`config.mk`:
```
export PLATFORM = sky130hd
export DESIGN_NAME = bitmap_first_fit_allocator
export DESIGN_NICKNAME = d
export VERILOG_FILES = /design/src/rtl/bffa_pkg.sv /design/src/rtl/bitmap_first_fit_allocator.sv /design/src/rtl/bffa_map_ram.sv /design/src/rtl/bffa_div.sv /design/src/rtl/bffa_run_scan.sv
export VERILOG_INCLUDE_DIRS = /design/src /design/src/rtl
export SDC_FILE = /design/constraint.sdc
export NUM_CORES = 2
export LEC_CHECK = 0
export BUFFER_PORTS_ARGS = -buffer_cell sky130_fd_sc_hd__buf_4
export CAP_MARGIN = 20
export CORE_MARGIN = 2
export CORE_UTILIZATION = 57
export CTS_BUF_LIST = sky130_fd_sc_hd__clkbuf_8
export CTS_CLUSTER_SIZE = 10
export DETAILED_ROUTE_END_ITERATION = 10
export GPL_TIMING_DRIVEN = 0
export PLACE_DENSITY_LB_ADDON = 0.05
export SYNTH_ARGS = -nofsm -noshare
export SYNTH_HDL_FRONTEND = slang
export SYNTH_HIERARCHICAL = 1
export SYNTH_SLANG_ARGS = --single-unit
```
`constraint.sdc`:
```
create_clock -name clk -period 33.5 [get_ports clk]
set_input_delay 6.7 -clock clk [delete_from_list [all_inputs] [get_ports clk]]
set_output_delay 6.7 -clock clk [all_outputs]
set_load 0.01 [all_outputs]
```
`src/rtl/bitmap_first_fit_allocator_macros.svh`:
```
// Assertion macros for the allocator
`ifndef BITMAP_FIRST_FIT_ALLOCATOR_MACROS_SVH
`define BITMAP_FIRST_FIT_ALLOCATOR_MACROS_SVH
`ifndef NO_ASSERTIONS
`define BFFA_ASSERT_SAME(lbl, ante, cons, msg) \
  lbl: assert property (@(posedge clk) disable iff (rst) (ante) |-> (cons)) else $error(msg);
`define BFFA_ASSERT_NEXT(lbl, ante, cons, msg) \
  lbl: assert property (@(posedge clk) disable iff (rst) (ante) |=> (cons)) else $error(msg);
`else
`define BFFA_ASSERT_SAME(lbl, ante, cons, msg)
`define BFFA_ASSERT_NEXT(lbl, ante, cons, msg)
`endif
`endif

```
`src/rtl/bffa_pkg.sv`:
```
package bffa_pkg;
  localparam int MAP_WORDS = 32;
  localparam int TABLE_SLOTS = 16;
  localparam int MAP_AW = $clog2(MAP_WORDS);
  localparam int MAP_CW = $clog2(MAP_WORDS + 1);
  localparam int CLU_W = MAP_AW + 5;
  localparam int NEED_W = CLU_W + 1;
  localparam int SLOT_W = $clog2(TABLE_SLOTS);
  localparam int SLOT_CW = $clog2(TABLE_SLOTS + 1);
  localparam int CB_W = 17;
  localparam int PROD_W = CLU_W + CB_W;
  localparam logic [33:0] MAP_CLUSTERS = 34'(MAP_WORDS * 32);

  localparam logic [2:0] ST_OK = 3'd0;
  localparam logic [2:0] ST_TABLE_FULL = 3'd1;
  localparam logic [2:0] ST_NO_RUN = 3'd2;
  localparam logic [2:0] ST_BEYOND_END = 3'd3;
  localparam logic [2:0] ST_UNKNOWN = 3'd4;

  localparam logic [2:0] REG_HEAP_BASE = 3'd0;
  localparam logic [2:0] REG_HEAP_END = 3'd1;
  localparam logic [2:0] REG_CLUSTER_BYTES = 3'd2;
  localparam logic [2:0] REG_MAP_WORDS = 3'd3;
  localparam logic [2:0] REG_TABLE_SLOTS = 3'd4;

  typedef struct packed {
    logic found;
    logic [4:0] hit_bit;
    logic [NEED_W-1:0] cnt_out;
  } scan_res_t;
endpackage

```
`src/rtl/bitmap_first_fit_allocator.sv`:
```
// Allocate: divider, then a bitmap scan of up to MAP_WORDS words, then marking of the run
// words (bitmap scan one word per cycle, marking one word per cycle).
// Release: table lookup over up to TABLE_SLOTS slots, a setup step, then marking per run word.
// Rejects found at accept return done the next cycle; busy drops with done, so the
// next transaction can start in the done cycle. done cannot be stalled.
// Synchronous reset frees every cluster and slot and loads register defaults.
module bitmap_first_fit_allocator (
  input  logic clk,
  input  logic rst,
  input  logic start,
  output logic busy,
  input  logic operation,
  input  logic [31:0] request_bytes,
  input  logic [31:0] release_address,
  output logic done,
  output logic [31:0] granted_address,
  output logic [2:0] status,
  input  logic psel,
  input  logic penable,
  input  logic pwrite,
  input  logic [4:0] paddr,
  input  logic [31:0] pwdata,
  output logic [31:0] prdata,
  output logic pready
);
`include "bitmap_first_fit_allocator_macros.svh"

  typedef enum logic [3:0] {
    S_IDLE, S_DIV, S_SCAN, S_MUL, S_CHECK, S_MARK_PRE, S_MARK, S_FIND
  } state_t;

  state_t state;
  logic [31:0] heap_base, heap_end;
  logic [16:0] cluster_bytes;
  logic [5:0] map_words_in_use;
  logic [4:0] table_slots_in_use;

  logic [31:0] size_q, rel_q, addr_q;
  logic [bffa_pkg::NEED_W-1:0] need, cnt;
  logic [bffa_pkg::CLU_W-1:0] begin_q, run_start, run_end;
  logic [bffa_pkg::MAP_AW-1:0] scan_word, mark_word;
  logic [bffa_pkg::PROD_W-1:0] product;
  logic [bffa_pkg::SLOT_W-1:0] slot_sel;
  logic [bffa_pkg::SLOT_CW-1:0] find_k;
  logic set_used;

  logic slot_valid [bffa_pkg::TABLE_SLOTS];
  logic [31:0] slot_address [bffa_pkg::TABLE_SLOTS];
  logic [bffa_pkg::CLU_W-1:0] slot_start [bffa_pkg::TABLE_SLOTS];
  logic [bffa_pkg::NEED_W-1:0] slot_length [bffa_pkg::TABLE_SLOTS];

  logic [16:0] cb_eff;
  logic [bffa_pkg::MAP_CW-1:0] words_eff;
  logic [bffa_pkg::SLOT_CW-1:0] active;
  logic have_slot;
  logic [bffa_pkg::SLOT_W-1:0] free_slot;
  logic [33:0] addr_sum;
  logic [31:0] mark_mask;
  logic [bffa_pkg::CLU_W-1:0] hit_begin;

  logic map_we;
  logic [bffa_pkg::MAP_AW-1:0] map_raddr;
  logic [31:0] map_rdata, map_wdata;
  logic div_start, div_done;
  logic [32:0] quotient;
  bffa_pkg::scan_res_t scan_res;
  logic cfg_we;

  assign pready = 1'b1;
  assign cfg_we = psel && penable && pwrite;
  assign busy = state != S_IDLE;
  assign cb_eff = (cluster_bytes == 17'd0) ? 17'd1 : cluster_bytes;
  assign words_eff = (map_words_in_use > 6'(bffa_pkg::MAP_WORDS))
                     ? bffa_pkg::MAP_CW'(bffa_pkg::MAP_WORDS)
                     : bffa_pkg::MAP_CW'(map_words_in_use);
  assign active = (table_slots_in_use > 5'(bffa_pkg::TABLE_SLOTS))
                  ? bffa_pkg::SLOT_CW'(bffa_pkg::TABLE_SLOTS)
                  : bffa_pkg::SLOT_CW'(table_slots_in_use);

  always_comb begin
    have_slot = 1'b0;
    free_slot = '0;
    for (int s = bffa_pkg::TABLE_SLOTS - 1; s >= 0; s--) begin
      if (bffa_pkg::SLOT_CW'(s) < active && !slot_valid[s]) begin
        have_slot = 1'b1;
        free_slot = bffa_pkg::SLOT_W'(s);
      end
    end
  end

  always_comb begin
    case (paddr[4:2])
      bffa_pkg::REG_HEAP_BASE: prdata = heap_base;
      bffa_pkg::REG_HEAP_END: prdata = heap_end;
      bffa_pkg::REG_CLUSTER_BYTES: prdata = {15'd0, cluster_bytes};
      bffa_pkg::REG_MAP_WORDS: prdata = {26'd0, map_words_in_use};
      bffa_pkg::REG_TABLE_SLOTS: prdata = {27'd0, table_slots_in_use};
      default: prdata = 32'h0;
    endcase
  end

  always_comb begin
    for (int b = 0; b < 32; b++) begin
      mark_mask[b] = ({mark_word, 5'(b)} >= run_start) && ({mark_word, 5'(b)} <= run_end);
    end
  end

  assign map_wdata = set_used ? (map_rdata | mark_mask) : (map_rdata & ~mark_mask);
  assign map_we = state == S_MARK;
  assign hit_begin = bffa_pkg::CLU_W'({1'b0, scan_word, scan_res.hit_bit}
                     + bffa_pkg::NEED_W'(1) - need);
  assign addr_sum = {2'b0, heap_base} + 34'(product) + {2'b0, size_q};
  assign div_start = start && !busy && !operation;

  always_comb begin
    case (state)
      S_SCAN: map_raddr = scan_word + bffa_pkg::MAP_AW'(1);
      S_MARK_PRE: map_raddr = run_start[bffa_pkg::CLU_W-1:5];
      S_MARK: map_raddr = mark_word + bffa_pkg::MAP_AW'(1);
      default: map_raddr = '0;
    endcase
  end

  bffa_map_ram u_map (
    .clk(clk), .rst(rst), .we(map_we), .waddr(mark_word), .wdata(map_wdata),
    .raddr(map_raddr), .rdata(map_rdata)
  );

  bffa_div u_div (
    .clk(clk), .rst(rst), .div_start(div_start),
    .numerator({1'b0, request_bytes} + {16'd0, cb_eff} - 33'd1),
    .divisor(cb_eff), .div_done(div_done), .quotient(quotient)
  );

  bffa_run_scan u_scan (.word(map_rdata), .cnt_in(cnt), .need(need), .res(scan_res));

  always_ff @(posedge clk) begin
    if (rst) begin
      heap_base <= 32'h0;
      heap_end <= 32'd65536;
      cluster_bytes <= 17'd64;
      map_words_in_use <= 6'd32;
      table_slots_in_use <= 5'd16;
    end else if (cfg_we) begin
      case (paddr[4:2])
        bffa_pkg::REG_HEAP_BASE: heap_base <= pwdata;
        bffa_pkg::REG_HEAP_END: heap_end <= pwdata;
        bffa_pkg::REG_CLUSTER_BYTES: cluster_bytes <= pwdata[16:0];
        bffa_pkg::REG_MAP_WORDS: map_words_in_use <= pwdata[5:0];
        bffa_pkg::REG_TABLE_SLOTS: table_slots_in_use <= pwdata[4:0];
        default: ;
      endcase
    end
  end

  always_ff @(posedge clk) begin
    if (rst) begin
      state <= S_IDLE;
      done <= 1'b0;
      granted_address <= 32'h0;
      status <= bffa_pkg::ST_OK;
      for (int s = 0; s < bffa_pkg::TABLE_SLOTS; s++) begin
        slot_valid[s] <= 1'b0;
      end
    end else begin
      done <= 1'b0;
      case (state)
        S_IDLE: begin
          if (start) begin
            size_q <= request_bytes;
            rel_q <= release_address;
            slot_sel <= free_slot;
            granted_address <= 32'h0;
            addr_q <= 32'h0;
            if (operation) begin
              find_k <= '0;
              if (active == '0) begin
                status <= bffa_pkg::ST_UNKNOWN;
                done <= 1'b1;
              end else begin
                state <= S_FIND;
              end
            end else if (!have_slot) begin
              status <= bffa_pkg::ST_TABLE_FULL;
              done <= 1'b1;
            end else if (request_bytes == 32'h0 || words_eff == '0) begin
              status <= bffa_pkg::ST_NO_RUN;
              done <= 1'b1;
            end else begin
              state <= S_DIV;
            end
          end
        end
        S_DIV: begin
          if (div_done) begin
            if ({1'b0, quotient} > bffa_pkg::MAP_CLUSTERS) begin
              status <= bffa_pkg::ST_NO_RUN;
              done <= 1'b1;
              state <= S_IDLE;
            end else begin
              need <= quotient[bffa_pkg::NEED_W-1:0];
              cnt <= '0;
              scan_word <= '0;
              state <= S_SCAN;
            end
          end
        end
        S_SCAN: begin
          if (scan_res.found) begin
            begin_q <= hit_begin;
            state <= S_MUL;
          end else if ({1'b0, scan_word} == words_eff - bffa_pkg::MAP_CW'(1)) begin
            status <= bffa_pkg::ST_NO_RUN;
            done <= 1'b1;
            state <= S_IDLE;
          end else begin
            cnt <= scan_res.cnt_out;
            scan_word <= scan_word + bffa_pkg::MAP_AW'(1);
          end
        end
        S_MUL: begin
          product <= begin_q * cb_eff;
          state <= S_CHECK;
        end
        S_CHECK: begin
          if (addr_sum > {2'b0, heap_end}) begin
            status <= bffa_pkg::ST_BEYOND_END;
            done <= 1'b1;
            state <= S_IDLE;
          end else begin
            addr_q <= heap_base + 32'(product);
            slot_valid[slot_sel] <= 1'b1;
            slot_address[slot_sel] <= heap_base + 32'(product);
            slot_start[slot_sel] <= begin_q;
            slot_length[slot_sel] <= need;
            run_start <= begin_q;
            run_end <= begin_q + need[bffa_pkg::CLU_W-1:0] - bffa_pkg::CLU_W'(1);
            set_used <= 1'b1;
            state <= S_MARK_PRE;
          end
        end
        S_FIND: begin
          if (find_k == active) begin
            status <= bffa_pkg::ST_UNKNOWN;
            done <= 1'b1;
            state <= S_IDLE;
          end else if (slot_valid[find_k[bffa_pkg::SLOT_W-1:0]]
                       && slot_address[find_k[bffa_pkg::SLOT_W-1:0]] == rel_q) begin
            slot_valid[find_k[bffa_pkg::SLOT_W-1:0]] <= 1'b0;
            run_start <= slot_start[find_k[bffa_pkg::SLOT_W-1:0]];
            run_end <= slot_start[find_k[bffa_pkg::SLOT_W-1:0]]
                       + slot_length[find_k[bffa_pkg::SLOT_W-1:0]][bffa_pkg::CLU_W-1:0]
                       - bffa_pkg::CLU_W'(1);
            set_used <= 1'b0;
            state <= S_MARK_PRE;
          end else begin
            find_k <= find_k + bffa_pkg::SLOT_CW'(1);
          end
        end
        S_MARK_PRE: begin
          mark_word <= run_start[bffa_pkg::CLU_W-1:5];
          state <= S_MARK;
        end
        S_MARK: begin
          if (mark_word == run_end[bffa_pkg::CLU_W-1:5]) begin
            status <= bffa_pkg::ST_OK;
            granted_address <= addr_q;
            done <= 1'b1;
            state <= S_IDLE;
          end else begin
            mark_word <= mark_word + bffa_pkg::MAP_AW'(1);
          end
        end
        default: state <= S_IDLE;
      endcase
    end
  end

  `BFFA_ASSERT_NEXT(a_accept_busy, start && !busy, busy || done, "accepted transaction lost")
  `BFFA_ASSERT_NEXT(a_single_strobe, done && !start, !done, "result strobe longer than one cycle")
  `BFFA_ASSERT_SAME(a_fail_zero, done && status != bffa_pkg::ST_OK, granted_address == 32'h0,
                    "failed transaction returned an address")
endmodule

```
`src/rtl/bffa_map_ram.sv`:
```
module bffa_map_ram (
  input  logic clk,
  input  logic rst,
  input  logic we,
  input  logic [bffa_pkg::MAP_AW-1:0] waddr,
  input  logic [31:0] wdata,
  input  logic [bffa_pkg::MAP_AW-1:0] raddr,
  output logic [31:0] rdata
);
  logic [31:0] mem [bffa_pkg::MAP_WORDS];
  logic [bffa_pkg::MAP_WORDS-1:0] valid;
  logic [31:0] rd_q;
  logic rd_valid;

  always_ff @(posedge clk) begin
    if (we) begin
      mem[waddr] <= wdata;
    end
    rd_q <= mem[raddr];
  end

  always_ff @(posedge clk) begin
    if (rst) begin
      valid <= '0;
      rd_valid <= 1'b0;
    end else begin
      rd_valid <= valid[raddr];
      if (we) begin
        valid[waddr] <= 1'b1;
      end
    end
  end

  assign rdata = rd_valid ? rd_q : 32'h0;
endmodule

```
`src/rtl/bffa_div.sv`:
```
module bffa_div (
  input  logic clk,
  input  logic rst,
  input  logic div_start,
  input  logic [32:0] numerator,
  input  logic [bffa_pkg::CB_W-1:0] divisor,
  output logic div_done,
  output logic [32:0] quotient
);
  logic running;
  logic [5:0] count;
  logic [bffa_pkg::CB_W-1:0] rem;
  logic [bffa_pkg::CB_W:0] trial;
  logic ge;

  assign trial = {rem, quotient[32]};
  assign ge = trial >= {1'b0, divisor};

  always_ff @(posedge clk) begin
    if (rst) begin
      running <= 1'b0;
      div_done <= 1'b0;
      count <= '0;
    end else begin
      div_done <= 1'b0;
      if (div_start) begin
        quotient <= numerator;
        rem <= '0;
        count <= '0;
        running <= 1'b1;
      end else if (running) begin
        rem <= ge ? bffa_pkg::CB_W'(trial - {1'b0, divisor}) : trial[bffa_pkg::CB_W-1:0];
        quotient <= {quotient[31:0], ge};
        count <= count + 6'd1;
        if (count == 6'd32) begin
          running <= 1'b0;
          div_done <= 1'b1;
        end
      end
    end
  end
endmodule

```
`src/rtl/bffa_run_scan.sv`:
```
module bffa_run_scan (
  input  logic [31:0] word,
  input  logic [bffa_pkg::NEED_W-1:0] cnt_in,
  input  logic [bffa_pkg::NEED_W-1:0] need,
  output bffa_pkg::scan_res_t res
);
  always_comb begin
    logic used_seen;
    logic [4:0] last;
    logic [bffa_pkg::NEED_W:0] len;
    res = '0;
    for (int b = 0; b < 32; b++) begin
      used_seen = 1'b0;
      last = '0;
      for (int j = 0; j < 32; j++) begin
        if (j <= b && word[j]) begin
          used_seen = 1'b1;
          last = 5'(j);
        end
      end
      len = used_seen ? (bffa_pkg::NEED_W+1)'(5'(b) - last)
                      : {1'b0, cnt_in} + (bffa_pkg::NEED_W+1)'(b + 1);
      if (!res.found && len >= {1'b0, need}) begin
        res.found = 1'b1;
        res.hit_bit = 5'(b);
      end
      if (b == 31) begin
        res.cnt_out = len[bffa_pkg::NEED_W-1:0];
      end
    end
  end
endmodule

```
## Word level (Yosys, flattened, before mapping)

Memory sizes are Yosys's and may differ from the RTL's. A register that Yosys moved wholly into a read port is not among the register bits.
Index checks and enable logic that the tools add are counted.

| cells by class | value |
|---|---|
| add/subtract/negate cells | 80 |
| $mul | 1 |
| magnitude comparators | 120 |
| equal/unequal tests | 39 |
| muxes and demuxes | 274 |
| bitwise logic cells | 7 |
| reductions and logical operators | 175 |

Operators with widths:

| kind | count |
|---|---|
| >= comparator 12 x 11 -> 1 bit | 32 |
| two-way mux 12 bit | 32 |
| >= comparator 10 bit | 32 |
| <= comparator 10 bit | 32 |
| two-way mux 5 bit | 40 |
| two-way mux 6 bit | 33 |
| adder 11 x 5 -> 12 bit (second input constant) | 16 |
| two-way mux 32 bit | 5 |
| one-hot mux 32 bit (5 select lines) | 1 |
| one-hot mux 32 bit (2 select lines) | 2 |
| two-way mux 4 bit | 25 |
| adder 11 x 4 -> 12 bit (second input constant) | 8 |
| subtractor 5 x 5 -> 6 bit (first input constant) | 16 |
| two-way mux 1 bit | 88 |
| logical AND 1 bit | 85 |
| two-way mux 33 bit | 2 |
| bitwise OR 32 bit | 2 |
| two-way mux 10 bit | 6 |
| two-way mux 17 bit | 3 |
| two-way mux 3 bit | 17 |
| zero test 1 bit | 49 |
| adder 11 x 3 -> 12 bit (second input constant) | 4 |
| subtractor 4 x 5 -> 6 bit (first input constant) | 8 |
| two-way mux 11 bit | 4 |
| 81 further kinds | 154 |

| storage, ports and cells | value |
|---|---|
| register bits | 418 |
| bits in writable memories | 1,888 |
| output and inout bits | 70 |
| memories | 5 |

Memory list:

| memory | depth | bits a word | rd ports | clocked after Yosys merged registers in | wr ports | line | RTL |
|---|---|---|---|---|---|---|---|
| u_map.mem | 32 | 32 | 1 | 1 | 1 | bffa_map_ram.sv:10 | `logic [31:0] mem [bffa_pkg::MAP_WORDS];` |
| slot_address | 16 | 32 | 1 | 1 | 1 | bitmap_first_fit_allocator.sv:48 | `logic [31:0] slot_address [bffa_pkg::TABLE_SLOTS];` |
| slot_length | 16 | 11 | 1 | 1 | 1 | bitmap_first_fit_allocator.sv:50 | `logic [bffa_pkg::NEED_W-1:0] slot_length [bffa_pkg::TABLE_SLOTS];` |
| slot_start | 16 | 10 | 1 | 1 | 1 | bitmap_first_fit_allocator.sv:49 | `logic [bffa_pkg::CLU_W-1:0] slot_start [bffa_pkg::TABLE_SLOTS];` |
| slot_valid | 16 | 1 | 17 | 1 | 16 | bitmap_first_fit_allocator.sv:47 | `logic slot_valid [bffa_pkg::TABLE_SLOTS];` |

## Logic depth before layout (Yosys ltp)

| logic depth | value |
|---|---|
| word-level depth | 100 |
| gate-level depth with buffers | 38 |
| gate-level depth less buffers | 35 |

## Modules after synthesis

Netlist, hierarchy kept.

By module, submodules not included:

| module | times used | cells an instance | area an instance (um^2) |
|---|---|---|---|
| bitmap_first_fit_allocator | 1 | 4,835 | 61,987.0 |
| bffa_map_ram | 1 | 1,692 | 40,961.8 |
| bffa_run_scan | 1 | 2,248 | 15,879.0 |
| bffa_div | 1 | 306 | 3,498.4 |

## Least setup slack after synthesis

OpenSTA, ideal clock, no wires.

| path | value |
|---|---|
| kind | input -> output |
| from | input paddr[2] |
| to | output prdata[22] |
| arrival time | 8.133 ns |
| data required time | 26.800 ns |
| path slack | 18.667 ns |
| stages on the path | 5 |
| buffers on the path | 3 |
| path through | clkbuf_1 > clkbuf_1 > buf_1 > mux2i_1 > nor2_1 |

| on the way | value |
|---|---|
| word-level cells in the longest chain between the ends | 2 |
| elaborated cells between the ends (all ways) | 6 |

Ends and longest elaborated chain:

| what | line | RTL |
|---|---|---|
| start: declaration | bitmap_first_fit_allocator.sv:21 | `input logic [4:0] paddr,` |
| equality test 3 bit (tied with other cells) | bitmap_first_fit_allocator.sv:92 | `case (paddr[4:2])` |
| one-hot mux 32 bit (5 select lines) (*) | bitmap_first_fit_allocator.sv:92 |  |
| end: declaration | bitmap_first_fit_allocator.sv:23 | `output logic [31:0] prdata,` |

Every way passes the cells marked *; elsewhere a longest branch is shown, timed or not.

## Worst setup path in the final report

| path | value |
|---|---|
| from | input paddr[2] |
| to | output prdata[2] |

Same word-level chain as after synthesis.

==> impl_metrics.csv <==
group,metric,value,unit
synth,synth_edf_count,2117,
timing,rsz0062_at_grt,"no",
power,p_clk_share,22.9,%
setup_path,cp_data_required_time,26800,ps
grt,antenna_found_initial,19,
timing,final-max-slew-violation-count,0,
power,sw_frac_of_total,39.16,%
power,p_per_area,74.61,mW/mm^2
grt,grt_usage,36.39,%
placement,io_buffers,172,
drt,drtIter0Drc,11750,
grt,grt_pass1_vias,82700,
power,p_int,6267,uW
synth,synthDistinctLibCells,125,
power,p_sw,4033,uW
synth,dominantRegCellSynth,"edfxtp_1",
timing,min_period,15930,ps
die,dieHeight,467.3,um
clocking,cts_buffers,391,
synth,synth.avg_cell_area,13.47,sq um
grt,grt_overflow_total,0,
die,start_util,57.17,%
worst_hold_path,hold_path.class,"register to register",
setup_path,ff2ff_setup_slack,22860,ps
clocking,clock_sinks,2325,
setup_path,crit_end,"prdata[2]",
setup_path,crit_fanout,10,
clocking,cts_tree,"built",
timing,timing.fmax,62.79,MHz
clocking,htree_levels,5,
synth,ys_warn_count,6,
layout,drive_above_1_share,18.16,%
drt,wire_per_inst,30.73,um
clocking,worst_skew_pair.late_latency,1120,ps
placement,gp_congestion,1.032,
clocking,postCtsSetupBuffers,0,
clocking,clockRootBuffer,"clkbuf_8",
grt,grt_pass1_wl,570.1,mm
timing,setup_tns,0,ps
clocking,path_clk_slew,60,ps
setup_path,crit_path_start_kind,"input port",
layout,areaGrowthSynthToFinish,12.86,%
setup_path,critical_path_class,"input port to output port",
timing,period_share,47.54,%
drt,routed_wl,400.5,mm
placement,postPlaceCellArea,0.1307,sq mm
placement,pre_cts_ws,17720,ps
clocking,cts_buffer_depth,4,
die,fp.coreArea,0.2140,sq mm
power,power_frac_comb,44.0,%
placement,dp_hpwl,296.7,mm
die,dieArea,0.2183,sq mm
timing,max_slew_margin,17.44,%
die,io_pins,178,
drt,vias_per_cell,6.538,
setup_path,arrival,9230,ps
layout,mostFrequentLayoutCell,"edfxtp_1",
die,fp.dieW,467.3,um
layout,nNetsFinal,10850,
synth,async_reset_ff_share,0,%
timing,finalSetupViolCount,0,
clocking,cts-resized-gates,0,
synth,synth_cells,9081,
timing,worstMarginPinSlew,1238,ps
power,ir_drop,63.94,uV
synth,syn_area,0.1223,sq mm
drt,antenna_left,0,
outcome,status,"complete, no violations",
synth,ys_seq_area_share,55.37,%
drt,drc,0,
setup_path,worstRegToRegCells,33,
drt,drtPass1Iterations,7,
setup_path,regToRegEndpoint,"begin_q[9]$_DFFE_PP_",
timing,worst_slack,17570,ps
setup_path,r2r_start,"cnt[1]$_SDFFCE_PN0P_",
layout,layout_common_cells,"edfxtp_1 (2117), ha_1 (696), nor2_1 (674)",
power,seq_power_share,33.1,%
clocking,hold_buffers,0,
layout,stdcell_area,0.1381,sq mm
job,drv_cap,0,
synth,ys_seq_elements,2325,
synth,syn-num-nets,10040,
timing,hold_viol,0,
setup_path,critPathLaunch,"paddr[2]",
timing,finClkSkew,140.1,ps
power,p_leak,0.05077,uW
setup_path,end_kind,"output port",
drt,num_vias,85220,
grt,grt_max_degree,33,
die,rows,170,
worst min path at each step:
stage / startpoint / end / slack (ps) / cells after the start
finish: granted_address[6]$_SDFFE_PP0P_ / granted_address[6]$_SDFFE_PP0P_ / 450 / 2
global placement: cluster_bytes[0]$_SDFFE_PP0P_ / cluster_bytes[0]$_SDFFE_PP0P_ / 440 / 2
global route: cluster_bytes[0]$_SDFFE_PP0P_ / cluster_bytes[0]$_SDFFE_PP0P_ / 480 / 2
detailed placement: granted_address[6]$_SDFFE_PP0P_ / granted_address[6]$_SDFFE_PP0P_ / 450 / 2
CTS: granted_address[6]$_SDFFE_PP0P_ / granted_address[6]$_SDFFE_PP0P_ / 450 / 2
floorplan: u_map/valid[0]$_SDFFE_PP0P_ / u_map/valid[0]$_SDFFE_PP0P_ / 430 / 2
layout make-up:
cell class | count | area, sq um
multi-input combinational | 5812 | 51200
buffer | 453 | 2092
antenna | 13 | 32.53
fill | 16040 | 75920
timing repair buffer | 416 | 4452
clock inverter | 267 | 1370
inverter | 491 | 1846
sequential | 2325 | 67740
clock buffer | 420 | 5781
tap | 2838 | 3551
state kept, by name, indices dropped and copies added (netlist names), 33 cells and up, named ones only:
name	count
u_map/mem	1024
slot_address	512
slot_start	160
u_div/quotient	33
slot_length	160
Yosys cell counts (140+ instances only):
library cell / count / share of area, %
xnor2_1: 234 / 1.7
ha_1: 696 / 7.1
dfxtp_1: 208 / 3.4
mux2i_1: 153 / 1.3
nand2_1: 594 / 1.8
fa_1: 152 / 2.5
o21ai_0: 304 / 1.2
edfxtp_1: 2117 / 52
nand3_1: 143 / 0.59
nor2_1: 709 / 2.2
inv_1: 473 / 1.5
a21oi_1: 512 / 2.1
xor2_1: 140 / 1.0
mux4_2: 518 / 9.5
clkbuf_1: 292 / 0.90
worst max-delay path, cell delays in order:
cell      delay (ps)
clkbuf_1         420
clkbuf_1         770
nor2b_1          380
a22oi_1          150
o22ai_1          550
buf_4            240
cell families after synthesis:
kind of cell	synth area share (%)
flip-flops	55.37
AND/OR/NAND/NOR	8.604
AO/OA/AOI/OAI	8.282
buffers and inverters	3.215
adder cells (fa/ha/maj)	9.615
multiplexers	12.23
XOR/XNOR	2.678
other	0.003066
per-stage QoR:
| step | hold WS (ps) | total power (uW) | cells | utilization [%] |
|---|---|---|---|---|
| 2_1_floorplan | 432.3 | 6416 | 9081 | - |
| 3_3_place_gp | 441.5 | 7710 | 12090 | 59.43 |
| 3_5_place_dp | 445.6 | 7840 | 12320 | 61.10 |
| 4_1_cts | 453.9 | 10200 | 13010 | 64.44 |
| 5_1_grt | 475.2 | 10790 | 13030 | 64.51 |
| 6_report | 453.3 | 10300 | 13040 | 64.52 |
power by group through the flow:
stage	clock network, uW	registers [uW]	logic (uW)
CTS	2390	3410	4400
floorplan	0	3440	2980
global placement	0	3470	4230
detailed placement	0	3470	4370
global route	2510	3410	4860
finish	2360	3410	4530
routing by layer:
layer	global-route usage, %	share of wire (%)	up-vias
met5	0	0.0067	-
met4	12.72	3.7	6
met3	7.929	11	790
met2	53.74	44	4974
met1	53.57	41	43250
li1	-	-	36200
(Power assumes the default switching activity.)
